<file path="src/rtl/gn_pkg.sv">
package gn_pkg;

  localparam int MAX_GROUP_ELEMS_DEF = 4096;
  localparam int QUEUE_DEPTH_DEF     = 4;

  // widest address and count any legal group size needs
  localparam int ADDR_W_MAX = 16;
  localparam int CNT_W_MAX  = 17;

  localparam int SAMPLE_W  = 16;
  localparam int INDEX_W   = 12;
  localparam int EPS_W     = 16;
  localparam int SCALE_W   = 24;
  localparam int OFFSET_W  = 32;

  localparam logic [EPS_W-1:0] EPS_RESET    = 16'd66;
  localparam logic             AFFINE_RESET = 1'b1;

  localparam logic OP_PUSH = 1'b0;
  localparam logic OP_READ = 1'b1;

  localparam logic [1:0] ST_OK        = 2'd0;
  localparam logic [1:0] ST_NOT_READY = 2'd1;
  localparam logic [1:0] ST_RANGE     = 2'd2;

  // register select is paddr[2]
  localparam logic REG_EPSILON = 1'b0;
  localparam logic REG_AFFINE  = 1'b1;

  typedef struct packed {
    logic                       op;
    logic signed [SAMPLE_W-1:0] sample;
    logic                       last;
    logic [INDEX_W-1:0]         index;
    logic signed [SAMPLE_W-1:0] gamma;
    logic signed [SAMPLE_W-1:0] beta;
  } req_word_t;

  typedef struct packed {
    logic signed [SAMPLE_W-1:0] value;
    logic [1:0]                 status;
  } rsp_word_t;

  // classified command between front and back
  typedef struct packed {
    logic                       op;
    logic                       new_group;
    logic                       drop;
    logic                       last;
    logic [ADDR_W_MAX-1:0]      addr;
    logic [CNT_W_MAX-1:0]       count;
    logic [1:0]                 status;
    logic signed [SAMPLE_W-1:0] sample;
    logic signed [SAMPLE_W-1:0] gamma;
    logic signed [SAMPLE_W-1:0] beta;
  } gn_cmd_t;

endpackage

</file>
<file path="src/rtl/gn_queue.sv">
module gn_queue #(
  parameter int DEPTH = gn_pkg::QUEUE_DEPTH_DEF
) (
  input  logic            clk,
  input  logic            rst,
  input  logic            push,
  input  gn_pkg::gn_cmd_t din,
  output logic            full,
  input  logic            pop,
  output gn_pkg::gn_cmd_t dout,
  output logic            empty
);
  import gn_pkg::*;

  // DEPTH must be a power of two so the pointers wrap by themselves; the block does not check it
  localparam int PW = $clog2(DEPTH);

  gn_cmd_t       slots [DEPTH];
  logic [PW-1:0] wr_ptr, rd_ptr;
  logic [PW:0]   fill;

  assign full  = (fill == (PW+1)'(DEPTH));
  assign empty = (fill == '0);
  assign dout  = slots[rd_ptr];

  always_ff @(posedge clk) begin
    if (push) slots[wr_ptr] <= din;
  end

  always_ff @(posedge clk) begin
    if (rst) begin
      wr_ptr <= '0;
      rd_ptr <= '0;
      fill   <= '0;
    end else begin
      if (push) wr_ptr <= wr_ptr + 1'b1;
      if (pop)  rd_ptr <= rd_ptr + 1'b1;
      fill <= fill + (PW+1)'(push) - (PW+1)'(pop);
    end
  end

endmodule

</file>
<file path="config.mk">
export PLATFORM = sky130hd
export DESIGN_NAME = gn_queue
export DESIGN_NICKNAME = d
export VERILOG_FILES = /design/src/rtl/gn_pkg.sv /design/src/rtl/gn_queue.sv
export SDC_FILE = /design/constraint.sdc
export NUM_CORES = 1
export LEC_CHECK = 0
export ABC_AREA = 1
export BUFFER_PORTS_ARGS = -buffer_cell sky130_fd_sc_hd__buf_2
export CORE_AREA = 5 5 163 165
export CTS_CLUSTER_SIZE = 40
export DETAILED_ROUTE_END_ITERATION = 10
export DIE_AREA = 0 0 168 170
export PLACE_DENSITY = 0.79
export SLEW_MARGIN = 20
export SYNTH_ARGS = -nofsm -noshare
export SYNTH_HDL_FRONTEND = slang
export SYNTH_SLANG_ARGS = --single-unit
</file>
<file path="constraint.sdc">
create_clock -name clk -period 3.22 [get_ports clk]
set_input_delay 0.644 -clock clk [delete_from_list [all_inputs] [get_ports clk]]
set_output_delay 0.644 -clock clk [all_outputs]
set_load 0.05 [all_outputs]
</file>
==> results of run 1 <==
==> critical path, cell delays in order, from the launching register on <==
cell	delay [ps]
dfxtp_4	520
buf_12	440
o211ai_1	200
nand2_1	120
buf_2	270
==> per-layer routing <==
metal,track usage [%],vias up,share of wire (%)
met5,0,-,0.11
met4,5.29,6,2.6
met3,4.44,53,6.1
met2,31.7,215,51
met1,22.5,3916,40
li1,-,4076,-
==> cell type report <==
type / instances / area (sq um)
flip-flops and latches: 357 / 10600
fillers: 1770 / 8540
multi-input cells: 466 / 2390
repair buffers: 195 / 1120
clock buffers: 47 / 993
inverters: 190 / 723
well taps: 330 / 413
clock inverters: 11 / 72.6
diodes: 1 / 2.50
==> worst paths after layout <==
kind / endpoint / slack, ps / depth (start not counted)
setup / recovery: dout[37] / 350 / 4
hold / removal: fill[0] / 340 / 2
setup reg to reg: slots[3][32] / 1470 / 4
hold reg to reg: register / 470 / 2
==> sequential cells by signal (all words and copies together), names as in the netlist, named ones only <==
signal  flops
slots     348
fill        3
rd_ptr      2
wr_ptr      2
==> power breakdown <==
part / switching, uW / internal, uW / total (uW) / leakage, uW
clock network: 1530 / 2230 / 3760 / 0.000525
logic: 1120 / 331 / 1450 / 0.00260
registers: 61.9 / 5310 / 5380 / 0.00327
==> through the flow <==
stage	area [sq um]	power, uW
6_report	16400	10600
5_1_grt	16300	11000
4_1_cts	16300	10700
3_5_place_dp	15300	6930
3_3_place_gp	15300	6890
2_1_floorplan	14200	6560
==> layout by cell type (no fill, tap or decap), types with 4 or more instances in the layout <==
cell type / instances
clkinv_2: 4
o21ai_0: 20
inv_1: 186
nand2_1: 182
buf_12: 8
clkbuf_16: 37
clkinv_1: 6
inv_4: 4
edfxtp_1: 348
a21oi_1: 93
clkbuf_1: 7
nor2_1: 4
dfxtp_1: 7
o211ai_1: 84
buf_2: 179
o21ai_1: 71
buf_4: 8
ha_1: 6
==> kinds of logic (layout without fill, tap and decap cells) <==
group | Yosys count | count (layout)
other | 0 | 1
AOI/OAI and AO/OA | 271 | 271
DFF | 357 | 357
buffers and inverters | 248 | 443
and+or+nand+nor | 188 | 188
adders and majority gates | 7 | 7
==> impl_metrics.csv, run 1 <==
group,metric,value,unit
power_and_ir_drop,p_per_area,647,nW/um^2
timing,max_freq,0.349,GHz
timing,fin_crit_sh,89.0,%
timing,timing.hold.ws,337,ps
timing,skew,12.3,ps
floorplanning,core_area,24900,sq um
power_and_ir_drop,ir_drop,0.000513,V
critical_path,cp_data_required_time,2580,ps
cts,clock_latency,490,ps
synthesis,avgSynthCellArea,13.2,sq um
placed_design,globalplace.congestion,0.725,
timing,tns,0,ps
placed_design,port_buffers,179,
critical_path,crit_type,"reg -> out",
cts,ctsResizeCount,0,
drt,drtIter0Drc,667,
drt,dr.pass1.iters,5,
cts,htreeDepth,2,
synthesis,syn_inst,1071,
placed_design,hpwl,16000,um
timing,hold_viol,0,
synthesis,synth_edf_count,348,
timing,setup_viol,0,
cts,hold_buffers,0,
placed_design,numPlacedInstances,1538,
drt,routed_via_density,5.18,
cells_and_area,drive_gt1_share,19.7,%
global_route,grt_pass1_vias,8233,
global_route,grt_pass1_wl,41600,um
synthesis,synth_top_family_by_area,"compound AO/OA/AOI/OAI gates",
drt,wire_per_inst,16.2,um
synthesis,yosys.area_share.simple,4.99,%
cells_and_area,area_growth_syn_to_layout,15.2,%
cts,cts_tree,"yes",
cts,postCtsSetupBuffers,0,
timing,drv_slew,0,
synthesis,synth.most_common_cell,"edfxtp_1",
global_route,grt_antenna_before_repair,3,
critical_path,start_kind,"register",
cts,numCtsBuffers,35,
synthesis,synth_area_leaders,"edfxtp_1 74%, inv_1 5.0%, nand2_1 4.8%, o211ai_1 4.4%, a21oi_1 3.3%",
global_route,grt_overflow,0,
global_route,grt_max_degree,161,
synthesis,ys_warn_count,0,
job,max-cap-violations,0,
cells_and_area,utilization,65.7,%
floorplanning,dieArea,28600,sq um
floorplanning,row_count,58,
global_route,grt.total_usage,18.1,%
cts,clockBufferDepth,3,
synthesis,yosysTopAreaCell,"edfxtp_1",
synthesis,synth_ff_type,"edfxtp_1",
timing,max-slew-margin-rel,53.2,%
drt,routed_wl,25800,um
cells_and_area,stdcell_count,1597,
power_and_ir_drop,leakage,0.00640,uW
synthesis,netlist_top_cells_count,"348 x edfxtp_1, 190 x inv_1, 182 x nand2_1",
cts,clkSinkCount,357,
timing,tightest_slew,701,ps
synthesis,synthMuxAreaShare,0,%
synthesis,synth-seq-area-share,74.9,%
hold_path,hp-start,"rst",
cts,clk_pin_slew_worst_paths,60,ps
synthesis,synth_xor_area_share,0,%
synthesis,syn_nets,1169,
drt,drc_errors,0,
critical_path,crit_path_max_fanout,160,
cells_and_area,nNetsFinal,1343,
synthesis,synth-compound-area-share,11.2,%
timing,fin_ws,354,ps
synthesis,synth_top_area_share,73.6,%
synthesis,ys_ff_latch,357,
cts,root_buffer,"clkbuf_16",
critical_path,reg2reg_from,"wr_ptr[0]",
synthesis,ys_types,19,
hold_path,hp-class,"in -> reg",
synthesis,postSynth.asyncResetShare,0,%
floorplanning,ioPinCount,180,
floorplanning,start_util,57.0,%
floorplanning,die_y,170,um
placed_design,pre_cts_ws,910,ps
status,status,"complete, no violations",
critical_path,cp.arrival,2220,ps
timing,rsz0062_at_grt,"false",
drt,vias,8266,
synthesis,synth_fa_ha_area_share,0.670,%
synthesis,syn_area,14200,sq um
drt,ant_nets,0,
critical_path,critPathCaptureType,"output port",
floorplanning,die_w,168,um
timing,fin_crit,2870,ps
Power figures use the tool's default switching activity.
==> inputs of run 2 (changes only) <==
--- a/config.mk
+++ b/config.mk
@@ -5,13 +5,12 @@
 export SDC_FILE = /design/constraint.sdc
 export NUM_CORES = 1
 export LEC_CHECK = 0
-export ABC_AREA = 1
+export ABC_AREA = 0
 export BUFFER_PORTS_ARGS = -buffer_cell sky130_fd_sc_hd__buf_2
-export CORE_AREA = 5 5 163 165
+export CORE_AREA = 5 5 196 160
 export CTS_CLUSTER_SIZE = 40
 export DETAILED_ROUTE_END_ITERATION = 10
-export DIE_AREA = 0 0 168 170
-export PLACE_DENSITY = 0.79
+export DIE_AREA = 0 0 201 165
 export SLEW_MARGIN = 20
 export SYNTH_ARGS = -nofsm -noshare
 export SYNTH_HDL_FRONTEND = slang
==> run 2 against run 1 <==
Compared with the run above: global-route usage fell by 3.0 points; sequential power is 0.7% higher; cell area down 4.5%; utilization shrank 12 points; routed wire length shrank 2.9%; non-clock buffer count decreased by 1; flip-flop and latch count stayed put; hold slack better by 14 ps; first-iteration DRC count down 59%; clock power rose by 6.6%.
==> impl_metrics.csv, run 2 <==
group,metric,value,unit
synthesis,synth_top_area_share,80.4,%
power_and_ir_drop,p_int,8220,uW
critical_path,r2r-end,"slots[1][23]",
cts,numCtsBuffers,37,
timing,fin_crit,2930,ps
critical_path,cp.arrival,2280,ps
cts,postCtsSetupBuffers,0,
global_route,grt.total_usage,15.1,%
cells_and_area,largest_register_ffs,348,
timing,rsz0062_at_grt,"false",
power_and_ir_drop,swShare,24.9,%
critical_path,critPathSlowestCell,"dfxtp_4",
critical_path,rr_worst_depth,4,
cells_and_area,area_growth_syn_to_layout,20.1,%
power_and_ir_drop,ir_drop,0.000432,V
power_and_ir_drop,p_per_area,701,nW/um^2
cts,ctsResizeCount,0,
critical_path,cp_data_required_time,2580,ps
hold_path,hp-start,"din[79]",
critical_path,cp.depth,3,
critical_path,critPathCaptureType,"output port",
cells_and_area,antennaDiodeCount,0,
floorplanning,die_y,165,um
floorplanning,core_area,29100,sq um
status,status,"complete, no violations",
timing,drv_slew,0,
timing,tightest_slew,504,ps
placed_design,globalplace.congestion,0.703,
synthesis,ys_types,22,
cts,root_buffer,"clkbuf_16",
power_and_ir_drop,pwr-share-seq,49.5,%
critical_path,cp_cell_sequence,"buf_12 > mux4_2 > buf_2",
timing,fin_ws,292,ps
critical_path,ff2ff_setup_slack,1530,ps
drt,wire_per_inst,22.6,um
critical_path,reg2reg_from,"wr_ptr[1]",
timing,max-slew-margin-rel,66.4,%
synthesis,netlist_top_cells_count,"348 x edfxtp_1, 87 x mux4_2, 10 x buf_2",
power_and_ir_drop,leakage,0.00526,uW
global_route,grt_pass1_vias,6574,
cells_and_area,final_cell_mix,"348 x edfxtp_1, 179 x buf_2, 87 x mux4_2",
critical_path,crit_family,"flip-flops",
hold_path,hp-class,"in -> reg",
critical_path,cp.buffers_inverters,2,
floorplanning,die_w,201,um
cts,hold_buffers,0,
cts,htreeDepth,2,
power_and_ir_drop,pwr-share-clk,36.7,%
drt,drtIter0Drc,273,
drt,routed_wl,25100,um
critical_path,crit_path_max_fanout,33,
cells_and_area,largest-register,"slots",
placed_design,hpwl,15600,um
critical_path,slowest_delay,600,ps
timing,fin_crit_sh,90.9,%
synthesis,syn_inst,497,
cells_and_area,biggestRegsByFlops,"slots x348, fill x3",
critical_path,crit_end,"dout[46]",
timing,timing.hold.ws,351,ps
synthesis,synth.most_common_cell,"edfxtp_1",
cts,clkSinkCount,357,
cts,clk_pin_slew_worst_paths,60,ps
synthesis,ys_ff_latch,357,
global_route,grt_overflow,0,
floorplanning,start_util,44.7,%
cts,clockBufferDepth,3,
synthesis,synth_edf_count,348,
floorplanning,dieArea,33200,sq um
timing,tns,0,ps
cts,clock_latency,500,ps
synthesis,yosysTopAreaCell,"edfxtp_1",
synthesis,ys_warn_count,0,
timing,setup_viol,0,
global_route,grt_pass1_wl,38100,um
critical_path,crit_type,"reg -> out",
critical_path,start_kind,"register",
drt,vias,5883,
synthesis,syn_area,13000,sq um
drt,drc_errors,0,
floorplanning,row_count,56,
power_and_ir_drop,p_comb_share,13.8,%
synthesis,synth-seq-area-share,81.8,%
drt,dr.pass1.iters,6,
timing,max_freq,0.342,GHz
power_and_ir_drop,power.total,10900,uW
synthesis,synth_area_leaders,"edfxtp_1 80%, mux4_2 15%, dfxtp_1 1.4%, ha_1 0.58%, buf_2 0.39%",
power_and_ir_drop,p_switching,2720,uW
cells_and_area,drive_gt1_share,45.7,%
placed_design,port_buffers,179,
drt,routed_via_density,5.30,
floorplanning,ioPinCount,180,
global_route,grt_max_degree,58,
placed_design,pre_cts_ws,761,ps
global_route,grt_antenna_before_repair,4,
synthesis,avgSynthCellArea,26.1,sq um
drt,ant_nets,0,
cts,cts_tree,"yes",
synthesis,syn_nets,595,
synthesis,synth_ff_type,"edfxtp_1",
cells_and_area,nNetsFinal,808,
synthesis,postSynth.asyncResetShare,0,%
timing,skew,9.33,ps
job,max-cap-violations,0,
timing,hold_viol,0,
cells_and_area,final_common_cell,"edfxtp_1",
[run 2: layout make-up]
type                            count  area, sq um
Sequential cell                   357        10600
Fill cell                        2218        13500
Clock buffer                       46          990
Clock inverter                     16          150
Timing Repair Buffer              194         1130
Inverter                            6         22.5
Multi-Input combinational cell    114         2210
Tap cell                          377          472
[run 2: routing by layer]
| layer | vias to the layer above | GRT usage, % | share of wire [%] |
|---|---|---|---|
| li1 | 2555 | - | - |
| met1 | 3104 | 20.6 | 44 |
| met2 | 169 | 24.1 | 48 |
| met3 | 47 | 4.32 | 6.4 |
| met4 | 8 | 3.97 | 1.7 |
| met5 | - | 0 | 0.27 |
[run 2: through the flow]
step	std cells	util (%)	area, sq um
2_1_floorplan	497	-	13000
3_3_place_gp	1048	49.8	14500
3_5_place_dp	1048	49.8	14500
4_1_cts	1110	53.7	15600
5_1_grt	1110	53.7	15600
6_report	1110	53.7	15600
[run 2: cells by family (layout without fill, tap and decap cells)]
kind of cell,Yosys count,count (layout),synth area share [%]
fa+ha+maj,7,7,0.732
mux,88,88,15.2
simple gates,14,14,0.578
xor+xnor,3,3,0.318
buf+inv,26,262,1.29
flops,357,357,81.8
compound gates,2,2,0.116
[run 2: power groups by stage]
stage          combinational, uW  sequential (uW)  clock (uW)
3_3_place_gp                1510             5500           0
4_1_cts                     1540             5420        4150
3_5_place_dp                1540             5520           0
5_1_grt                     1600             5430        4340
6_report                    1510             5420        4010
2_1_floorplan               1130             5490           0
[run 2: worst min-delay path by stage]
stage	endpoint	depth (start not counted)
CTS	slots[2][79]	1
detailed placement	register	2
finish	slots[2][79]	1
floorplan	register	2
global placement	register	2
global route	slots[0][74]	1
[run 2: worst reg2reg max path, stage by stage, from the launching register on]
cell and delay [ps]:
dfxtp_1 340, inv_1 100, ha_1 150, and2_4 410
buf_4 370
