File: config.mk
export PLATFORM = sky130hd
export DESIGN_NAME = gn_front
export DESIGN_NICKNAME = d
export VERILOG_FILES = /design/src/rtl/gn_pkg.sv /design/src/rtl/gn_front.sv
export SDC_FILE = /design/constraint.sdc
export NUM_CORES = 1
export LEC_CHECK = 0
export BUFFER_PORTS_ARGS = -buffer_cell sky130_fd_sc_hd__buf_4
export CAP_MARGIN = 40
export CORE_AREA = 10 10 102 104
export CTS_CLUSTER_SIZE = 12
export DETAILED_ROUTE_END_ITERATION = 7
export DIE_AREA = 0 0 112 114
export GPL_TIMING_DRIVEN = 0
export PLACE_DENSITY_LB_ADDON = 0.1
export SYNTH_ARGS = -nofsm -noshare
export SYNTH_HDL_FRONTEND = slang
export SYNTH_SLANG_ARGS = --single-unit
File: constraint.sdc
create_clock -name clk -period 7.2 [get_ports clk]
set_input_delay 1.8 -clock clk [delete_from_list [all_inputs] [get_ports clk]]
set_output_delay 1.8 -clock clk [all_outputs]
set_load 0.1 [all_outputs]
File: src/rtl/gn_pkg.sv
package gn_pkg;

  localparam int MAX_GROUP_ELEMS_DEF = 4096;
  localparam int QUEUE_DEPTH_DEF     = 4;

  // widest address and count any legal group size needs
  localparam int ADDR_W_MAX = 16;
  localparam int CNT_W_MAX  = 17;

  localparam int SAMPLE_W  = 16;
  localparam int INDEX_W   = 12;
  localparam int EPS_W     = 16;
  localparam int SCALE_W   = 24;
  localparam int OFFSET_W  = 32;

  localparam logic [EPS_W-1:0] EPS_RESET    = 16'd66;
  localparam logic             AFFINE_RESET = 1'b1;

  localparam logic OP_PUSH = 1'b0;
  localparam logic OP_READ = 1'b1;

  localparam logic [1:0] ST_OK        = 2'd0;
  localparam logic [1:0] ST_NOT_READY = 2'd1;
  localparam logic [1:0] ST_RANGE     = 2'd2;

  // register select is paddr[2]
  localparam logic REG_EPSILON = 1'b0;
  localparam logic REG_AFFINE  = 1'b1;

  typedef struct packed {
    logic                       op;
    logic signed [SAMPLE_W-1:0] sample;
    logic                       last;
    logic [INDEX_W-1:0]         index;
    logic signed [SAMPLE_W-1:0] gamma;
    logic signed [SAMPLE_W-1:0] beta;
  } req_word_t;

  typedef struct packed {
    logic signed [SAMPLE_W-1:0] value;
    logic [1:0]                 status;
  } rsp_word_t;

  // classified command between front and back
  typedef struct packed {
    logic                       op;
    logic                       new_group;
    logic                       drop;
    logic                       last;
    logic [ADDR_W_MAX-1:0]      addr;
    logic [CNT_W_MAX-1:0]       count;
    logic [1:0]                 status;
    logic signed [SAMPLE_W-1:0] sample;
    logic signed [SAMPLE_W-1:0] gamma;
    logic signed [SAMPLE_W-1:0] beta;
  } gn_cmd_t;

endpackage

File: src/rtl/gn_front.sv
module gn_front #(
  parameter int MAX_GROUP_ELEMS = gn_pkg::MAX_GROUP_ELEMS_DEF
) (
  input  logic              clk,
  input  logic              rst,
  input  logic              req_valid,
  output logic              req_ready,
  input  gn_pkg::req_word_t req_word,
  input  logic              q_full,
  output logic              q_push,
  output gn_pkg::gn_cmd_t   q_cmd
);
  import gn_pkg::*;

  localparam int CW = $clog2(MAX_GROUP_ELEMS + 1);
  localparam int IW = (CW > INDEX_W) ? CW : INDEX_W;
  localparam logic [CW-1:0] CAP = CW'(MAX_GROUP_ELEMS);

  // front's view of the group after every queued word
  logic [CW-1:0] count, count_next, base;
  logic          ready_flag, ready_flag_next;
  logic [IW-1:0] idx_ext, cnt_ext;

  assign req_ready = !q_full;
  assign q_push    = req_valid && !q_full;

  always_comb begin
    base            = ready_flag ? '0 : count;
    idx_ext         = IW'(req_word.index);
    cnt_ext         = IW'(count);
    count_next      = count;
    ready_flag_next = ready_flag;
    q_cmd           = '0;
    q_cmd.op        = req_word.op;
    q_cmd.sample    = req_word.sample;
    q_cmd.gamma     = req_word.gamma;
    q_cmd.beta      = req_word.beta;
    q_cmd.status    = ST_OK;
    if (req_word.op == OP_PUSH) begin
      q_cmd.new_group = ready_flag;
      q_cmd.drop      = (base == CAP);
      q_cmd.addr      = ADDR_W_MAX'(base);
      count_next      = (base == CAP) ? base : base + 1'b1;
      q_cmd.count     = CNT_W_MAX'(count_next);
      q_cmd.last      = req_word.last;
      ready_flag_next = req_word.last;
    end else begin
      q_cmd.addr = ADDR_W_MAX'(req_word.index);
      if (!ready_flag) begin
        q_cmd.status = ST_NOT_READY;
      end else if (idx_ext >= cnt_ext) begin
        q_cmd.status = ST_RANGE;
      end
    end
  end

  always_ff @(posedge clk) begin
    if (rst) begin
      count      <= '0;
      ready_flag <= 1'b0;
    end else if (q_push) begin
      count      <= count_next;
      ready_flag <= ready_flag_next;
    end
  end

endmodule

==> flow_metrics.env, run 1 <==
export IMPL_cts_root_buf="clkbuf_8"
export IMPL_ys_ff_latch=14
export IMPL_postLayoutCellArea_sq_um=3017
export IMPL_crit_chain="buf_4 > ha_1 > a21o_1 > a21o_1 > a2111oi_0 > a211oi_1 > buf_4"
export IMPL_critPathArrivalTime_ps=3590
export IMPL_gr_total_overflow=0
export IMPL_tightest_slew_ps=606.1
export IMPL_drc_errors=0
export IMPL_synth_top_family_by_area="buffers and inverters"
export IMPL_grt_pass1_wl_um=12190
export IMPL_slowest_delay_ps=580
export IMPL_synthesis_area_sq_um=2068
export IMPL_grt_pass1_vias=2311
export IMPL_fin_nets=478
export IMPL_start_util_pct=24.43
export IMPL_cap_violations=0
export IMPL_synth_compound_area_share_pct=16.39
export IMPL_finalCritPeriodShare_pct=74.80
export IMPL_cts_resized=0
export IMPL_synthArstFlopShare_pct=0
export IMPL_crit_type="in2out"
export IMPL_max_freq_mhz=185.7
export IMPL_clk_insertion_delay_late_ps=250
export IMPL_finalMaxSlewViolations=0
export IMPL_die_area_sq_um=12770
export IMPL_p_leak_nw=1.429
export IMPL_post_route_min_period_ps=5385
export IMPL_slew_headroom_pct=58.55
export IMPL_n_fill_cell=934
export IMPL_firstDrtPassIters=4
export IMPL_cts_tree="built"
export IMPL_wl_um=8017
export IMPL_path_clk_slew_ps=70
export IMPL_hpwl_um=6708
export IMPL_ys_types=49
export IMPL_synth_edf_count=0
export IMPL_clockBufferDepth=2
export IMPL_synth_area_per_cell_sq_um=7.157
export IMPL_synth_seq_area_share_pct=13.55
export IMPL_crit_required_ps=5400
export IMPL_finClkSkew_ps=4.494
export IMPL_synth_largest_area_cell="buf_4"
export IMPL_synth_top_area_share_pct=21.05
export IMPL_synth_area_top_cells="buf_4 (21%), dfxtp_1 (14%), ha_1 (8.5%)"
export IMPL_powerDensity_nw_per_um2=142.2
export IMPL_htreeDepth=1
export IMPL_place_gp_congestion=0.8244
export IMPL_ios=155
export IMPL_cts_buffers=3
export IMPL_die_h_um=114
export IMPL_rsz0062_at_grt="no"
export IMPL_numPortBuffers=98
export IMPL_synth_area_mux_share_pct=1.512
export IMPL_final_hold_viol_count=0
export IMPL_antenna_cells=0
export IMPL_setup_worst_path_start_class="input port"
export IMPL_drtAntennaViolNets=0
export IMPL_area_growth_pct=45.86
export IMPL_clkSinkCount=14
export IMPL_core_area_sq_um=8466
export IMPL_crit_fanout=2
export IMPL_place_area_sq_um=2962
export IMPL_ys_flop_type="dfxtp_1"
export IMPL_holdBufCountCts=0
export IMPL_peakVddDrop_mv=0.06583
export IMPL_num_vias=2215
export IMPL_drive_gt1_share_pct=44.08
export IMPL_synth_warnings=0
export IMPL_cpLargestDelayFamily="compound AO/OA/AOI/OAI gates"
export IMPL_drtIter0Drc=92
export IMPL_finalSetupViolations=0
export IMPL_avgRoutedWirePerCell_um=15.88
export IMPL_setup_ws_ps=1815
export IMPL_dieWidth_um=112
export IMPL_status="finished, final reports clean"
export IMPL_fin_setup_tns_ps=0
export IMPL_rows=34
export IMPL_track_usage_pct=11.44
export IMPL_hold_path_class="reg2reg"
export IMPL_dp_slack_ps=1874
export IMPL_synthAdderAreaFrac_pct=8.469
export IMPL_synth_simple_area_share_pct=26.26
export IMPL_path_buf_inv=2
export IMPL_yosys_area_share_xor_xnor_pct=4.658
export IMPL_grt_max_degree=11
export IMPL_viasPerCell=4.386
export IMPL_postCtsSetupRepairBufs=0
export IMPL_antenna_found_initial=0
export IMPL_netlist_instances=289
export IMPL_end_kind="output pin"
export IMPL_slowest_stage="a2111oi_0"
==> final timing paths <==
| path | startpoint | end | slack, ps | cells after the start |
|---|---|---|---|---|
| max | req_word[42] | q_cmd[49] | 1810 | 7 |
| min | cnt_ext[11] | cnt_ext[11] | 540 | 2 |
| max reg2reg | ready_flag | cnt_ext[6] | 4610 | 9 |
| min reg2reg | cnt_ext[11] | cnt_ext[11] | 540 | 2 |
==> cells in the mapped netlist, types with 4 or more instances <==
| cell | number |
|---|---|
| ha_1 | 14 |
| buf_4 | 58 |
| and3_1 | 4 |
| nor4_1 | 4 |
| nor2b_1 | 5 |
| inv_1 | 16 |
| o21ai_0 | 18 |
| a21oi_1 | 16 |
| clkbuf_1 | 9 |
| xnor2_1 | 11 |
| dfxtp_1 | 14 |
| o31ai_1 | 7 |
| nor2_1 | 23 |
| nand2_1 | 24 |
| or3_1 | 4 |
| or4_1 | 5 |
| buf_2 | 4 |
| nand4_1 | 5 |
==> sequential cells by signal, indices dropped and copies added (netlist names) <==
register and count:
cnt_ext 13, ready_flag 1
==> cells in the final DEF (no fill, tap or decap), drive strengths merged, types with 6 or more instances in the layout <==
master	n
a21oi	16
buf	165
clkbuf	14
conb	7
dfxtp	14
ha	14
inv	16
nand2	24
nand4	6
nor2	23
o21ai	18
o31ai	7
xnor2	11
==> worst reg2reg max path, delay by kind of cell, from the launching register on <==
| kind | cells | cell delay, ps |
|---|---|---|
| adder cells (fa/ha/maj) | 1 | 360 |
| flip-flops | 1 | 400 |
| buffers and inverters | 3 | 590 |
| AND/OR/NAND/NOR | 4 | 1020 |
| AO/OA/AOI/OAI | 1 | 140 |
==> power breakdown <==
group          switching [mW]  internal, mW
combinational           0.206        0.0628
sequential            0.00129        0.0783
clock                  0.0325        0.0485
total                   0.239         0.190
==> per-stage QoR <==
step                      total power, mW  instances  hold WS (ps)  util, %
after floorplan                    0.2998        295         488.2        -
after global placement             0.3503        501         536.6    34.98
after detailed placement           0.3511        501         534.9    34.98
after CTS                          0.4334        505         544.4    35.63
after global routing               0.4457        505         596.3    35.63
final                              0.4290        505         544.0    35.63
==> per-layer routing <==
metal	vias up	wire (um)	GRT usage, %
li1	1146	-	-
met1	967	3548	14.01
met2	100	3692	19.27
met3	2	763	4.619
met4	0	12	0.7614
met5	-	0	0
==> final cells by class <==
| class | count | area (sq um) | area share (%) |
|---|---|---|---|
| Multi-Input combinational cell | 187 | 1211 | 40.15 |
| Tap cell | 108 | 135.1 | 4.479 |
| Sequential cell | 14 | 280.3 | 9.291 |
| Inverter | 17 | 63.81 | 2.115 |
| Clock buffer | 4 | 55.05 | 1.825 |
| Timing Repair Buffer | 98 | 735.7 | 24.39 |
| Buffer | 77 | 535.5 | 17.75 |
==> cell families (layout without fill, tap and decap cells) <==
kind of cell | Yosys count | count (layout)
flops | 14 | 14
fa+ha+maj | 14 | 14
other cells | 1 | 7
xor+xnor | 11 | 11
buf+inv | 94 | 196
simple gates | 97 | 97
compound gates | 55 | 55
mux | 3 | 3
(Power assumes the default switching activity.)
==> run 2: changes to the inputs <==
- ABC_AREA: not set -> 1
- CORE_AREA: 10 10 102 104 -> 10 10 101 103
- DIE_AREA: 0 0 112 114 -> 0 0 111 113
- clock period: 7.2 -> 4.6 ns (I/O delays scaled with it)
==> run 2 against run 1 <==
  * Sequential cell count is the same
  * Largest cell class unchanged
  * Critical endpoint is now q_cmd[60]
  * Clock skew shrank 0.75 ps
  * Core utilization grew 0.56 points
==> flow_metrics.env, run 2 <==
export IMPL_slew_headroom_pct=60.41
export IMPL_grt_pass1_vias=2332
export IMPL_synth_seq_area_share_pct=14.02
export IMPL_regArea_sq_um=280.3
export IMPL_synth_warnings=0
export IMPL_antenna_cells=0
export IMPL_dp_slack_ps=986.6
export IMPL_cts_tree="built"
export IMPL_crit_fanout=10
export IMPL_p_switching_mw=0.4486
export IMPL_status="finished, final reports clean"
export IMPL_ys_types=30
export IMPL_drtIter0Drc=101
export IMPL_numPortBuffers=98
export IMPL_fin_nets=509
export IMPL_final_hold_viol_count=0
export IMPL_num_vias=2264
export IMPL_p_leak_nw=1.593
export IMPL_track_usage_pct=11.59
export IMPL_start_util_pct=24.58
export IMPL_place_gp_congestion=0.8257
export IMPL_setup_ws_ps=896.9
export IMPL_postCtsSetupRepairBufs=0
export IMPL_tightest_slew_ps=593.8
export IMPL_area_growth_pct=47.25
export IMPL_place_area_sq_um=2889
export IMPL_final_cell_mix="buf_4 (154), nand2_1 (52), inv_1 (43)"
export IMPL_antenna_found_initial=0
export IMPL_synthArstFlopShare_pct=0
export IMPL_r2r_start="ready_flag"
export IMPL_drc_errors=0
export IMPL_largest_reg_flops=13
export IMPL_cts_buffers=3
export IMPL_firstDrtPassIters=4
export IMPL_htreeDepth=1
export IMPL_ios=155
export IMPL_synth_area_top_cells="buf_4 (21%), dfxtp_1 (14%), nand2_1 (9.8%)"
export IMPL_finalCritPeriodShare_pct=80.50
export IMPL_total_power_mw=0.7724
export IMPL_finalMaxSlewViolations=0
export IMPL_avgRoutedWirePerCell_um=14.74
export IMPL_holdBufCountCts=0
export IMPL_final_common_cell="buf_4"
export IMPL_cap_violations=0
export IMPL_critPathArrivalTime_ps=2550
export IMPL_r2r_cells=13
export IMPL_cts_root_buf="clkbuf_8"
export IMPL_synth_largest_area_cell="buf_4"
export IMPL_post_route_min_period_ps=3703
export IMPL_grt_max_degree=11
export IMPL_path_clk_slew_ps=60
export IMPL_crit_type="reg2out"
export IMPL_drtAntennaViolNets=0
export IMPL_dieWidth_um=111
export IMPL_utilization_pct=36.19
export IMPL_postLayoutCellArea_sq_um=2944
export IMPL_die_area_sq_um=12540
export IMPL_p_seq_share_pct=17.3
export IMPL_clk_insertion_delay_late_ps=250
export IMPL_synth_edf_count=0
export IMPL_hold_path_class="reg2reg"
export IMPL_min_to="cnt_ext[0]"
export IMPL_ys_ff_latch=14
export IMPL_finClkSkew_ps=3.745
export IMPL_crit_required_ps=3450
export IMPL_ff2ff_setup_slack_ps=2480
export IMPL_n_fill_cell=909
export IMPL_holdWs_ps=555.5
export IMPL_power_frac_comb_pct=66.7
export IMPL_core_area_sq_um=8134
export IMPL_drive_gt1_share_pct=42.52
export IMPL_multiInputGateArea_sq_um=1092
export IMPL_netlist_instances=320
export IMPL_ys_flop_type="dfxtp_1"
export IMPL_r2r_end="cnt_ext[10]"
export IMPL_clockBufferDepth=2
export IMPL_synth_top_area_share_pct=21.03
export IMPL_rows=33
export IMPL_fin_setup_tns_ps=0
export IMPL_gr_total_overflow=0
export IMPL_max_freq_mhz=270.0
export IMPL_synthesis_area_sq_um=1999
export IMPL_clkSinkCount=14
export IMPL_final_cells=533
export IMPL_p_int_mw=0.3238
export IMPL_cts_resized=0
export IMPL_synth_commonest_cells="buf_4 (56), nand2_1 (52), inv_1 (43), nor2_1 (25), a21oi_1 (24)"
export IMPL_worstHoldPathCells=2
export IMPL_finalSetupViolations=0
export IMPL_setup_worst_path_start_class="register"
export IMPL_synth_most_common_cell="buf_4"
export IMPL_synth_area_per_cell_sq_um=6.248
export IMPL_wl_um=7856
export IMPL_hpwl_um=6764
export IMPL_grt_pass1_wl_um=12200
export IMPL_hold_path_startpoint="cnt_ext[0]"
export IMPL_rsz0062_at_grt="no"
export IMPL_place_inst=529
export IMPL_viasPerCell=4.248
export IMPL_powerDensity_nw_per_um2=262.4
export IMPL_die_h_um=113
export IMPL_clkPwrFrac_pct=16.0
export IMPL_peakVddDrop_mv=0.08137
export IMPL_end_kind="output pin"
export IMPL_switching_share_pct=58.07
==> run 2: cell count changes after synthesis, sizes merged, moves of 5 or more <==
cell   previous run  this run
nand3             3        19
nor2b             5         0
xnor2            11         0
nor2             23        30
a21oi            16        26
inv              16        46
nand2            24        60
o21ai            18        25
buf              67        59
o31ai             7         0
or4               5         0
==> run 2: final cells by class <==
cell class / instances / area share (%)
timing repair buffer: 98 / 24.99
sequential: 14 / 9.520
clock buffer: 4 / 1.870
buffer: 65 / 15.98
multi-input combinational: 200 / 37.10
tap: 105 / 4.462
inverter: 47 / 6.077
==> run 2: cells by family (layout without fill, tap and decap cells) <==
| family | after synthesis | in the layout | synth area share (%) |
|---|---|---|---|
| XOR/XNOR | 4 | 4 | 1.752 |
| buffers and inverters | 112 | 214 | 32.48 |
| AND/OR/NAND/NOR | 123 | 123 | 29.10 |
| other | 1 | 7 | 0.1876 |
| flip-flops | 14 | 14 | 14.02 |
| adder cells (fa/ha/maj) | 14 | 14 | 8.761 |
| AO/OA/AOI/OAI | 52 | 52 | 13.70 |
==> run 2: worst max-delay path by stage <==
stage,start,to
6_report,ready_flag,q_cmd[60]
5_1_grt,ready_flag,q_cmd[60]
4_1_cts,ready_flag,q_cmd[60]
3_5_place_dp,req_word[43],q_cmd[49]
3_3_place_gp,req_word[43],q_cmd[49]
2_1_floorplan,req_word[61],q_cmd[76]
==> run 2: per-layer routing <==
| metal | vias to the layer above | part of all wire, % | wire length [um] | GRT usage [%] |
|---|---|---|---|---|
| met1 | 998 | 42 | 3304 | 13.26 |
| met2 | 92 | 49 | 3876 | 21.31 |
| met5 | - | 0 | 0 | 0 |
| met3 | 4 | 8.2 | 648 | 3.645 |
| met4 | 0 | 0.33 | 26 | 1.042 |
| li1 | 1170 | - | - | - |
==> run 2: worst max-delay path: stages, from the launching register on <==
cell and delay, ps:
dfxtp_1 300, buf_6 150, inv_4 60, buf_6 160
nand2_1 140, inv_1 120, ha_1 180, nand2_1 100
nor2_2 250, nand2_1 160, nor2_1 120, nand2_1 70
a21oi_1 150, buf_4 310
==> run 2: power by group through the flow <==
| stage | registers (mW) | clock network, mW | logic [mW] |
|---|---|---|---|
| after floorplan | 0.134 | 0 | 0.420 |
| after global placement | 0.136 | 0 | 0.517 |
| after detailed placement | 0.136 | 0 | 0.518 |
| after CTS | 0.133 | 0.126 | 0.519 |
| after global routing | 0.134 | 0.130 | 0.541 |
| final | 0.134 | 0.124 | 0.515 |
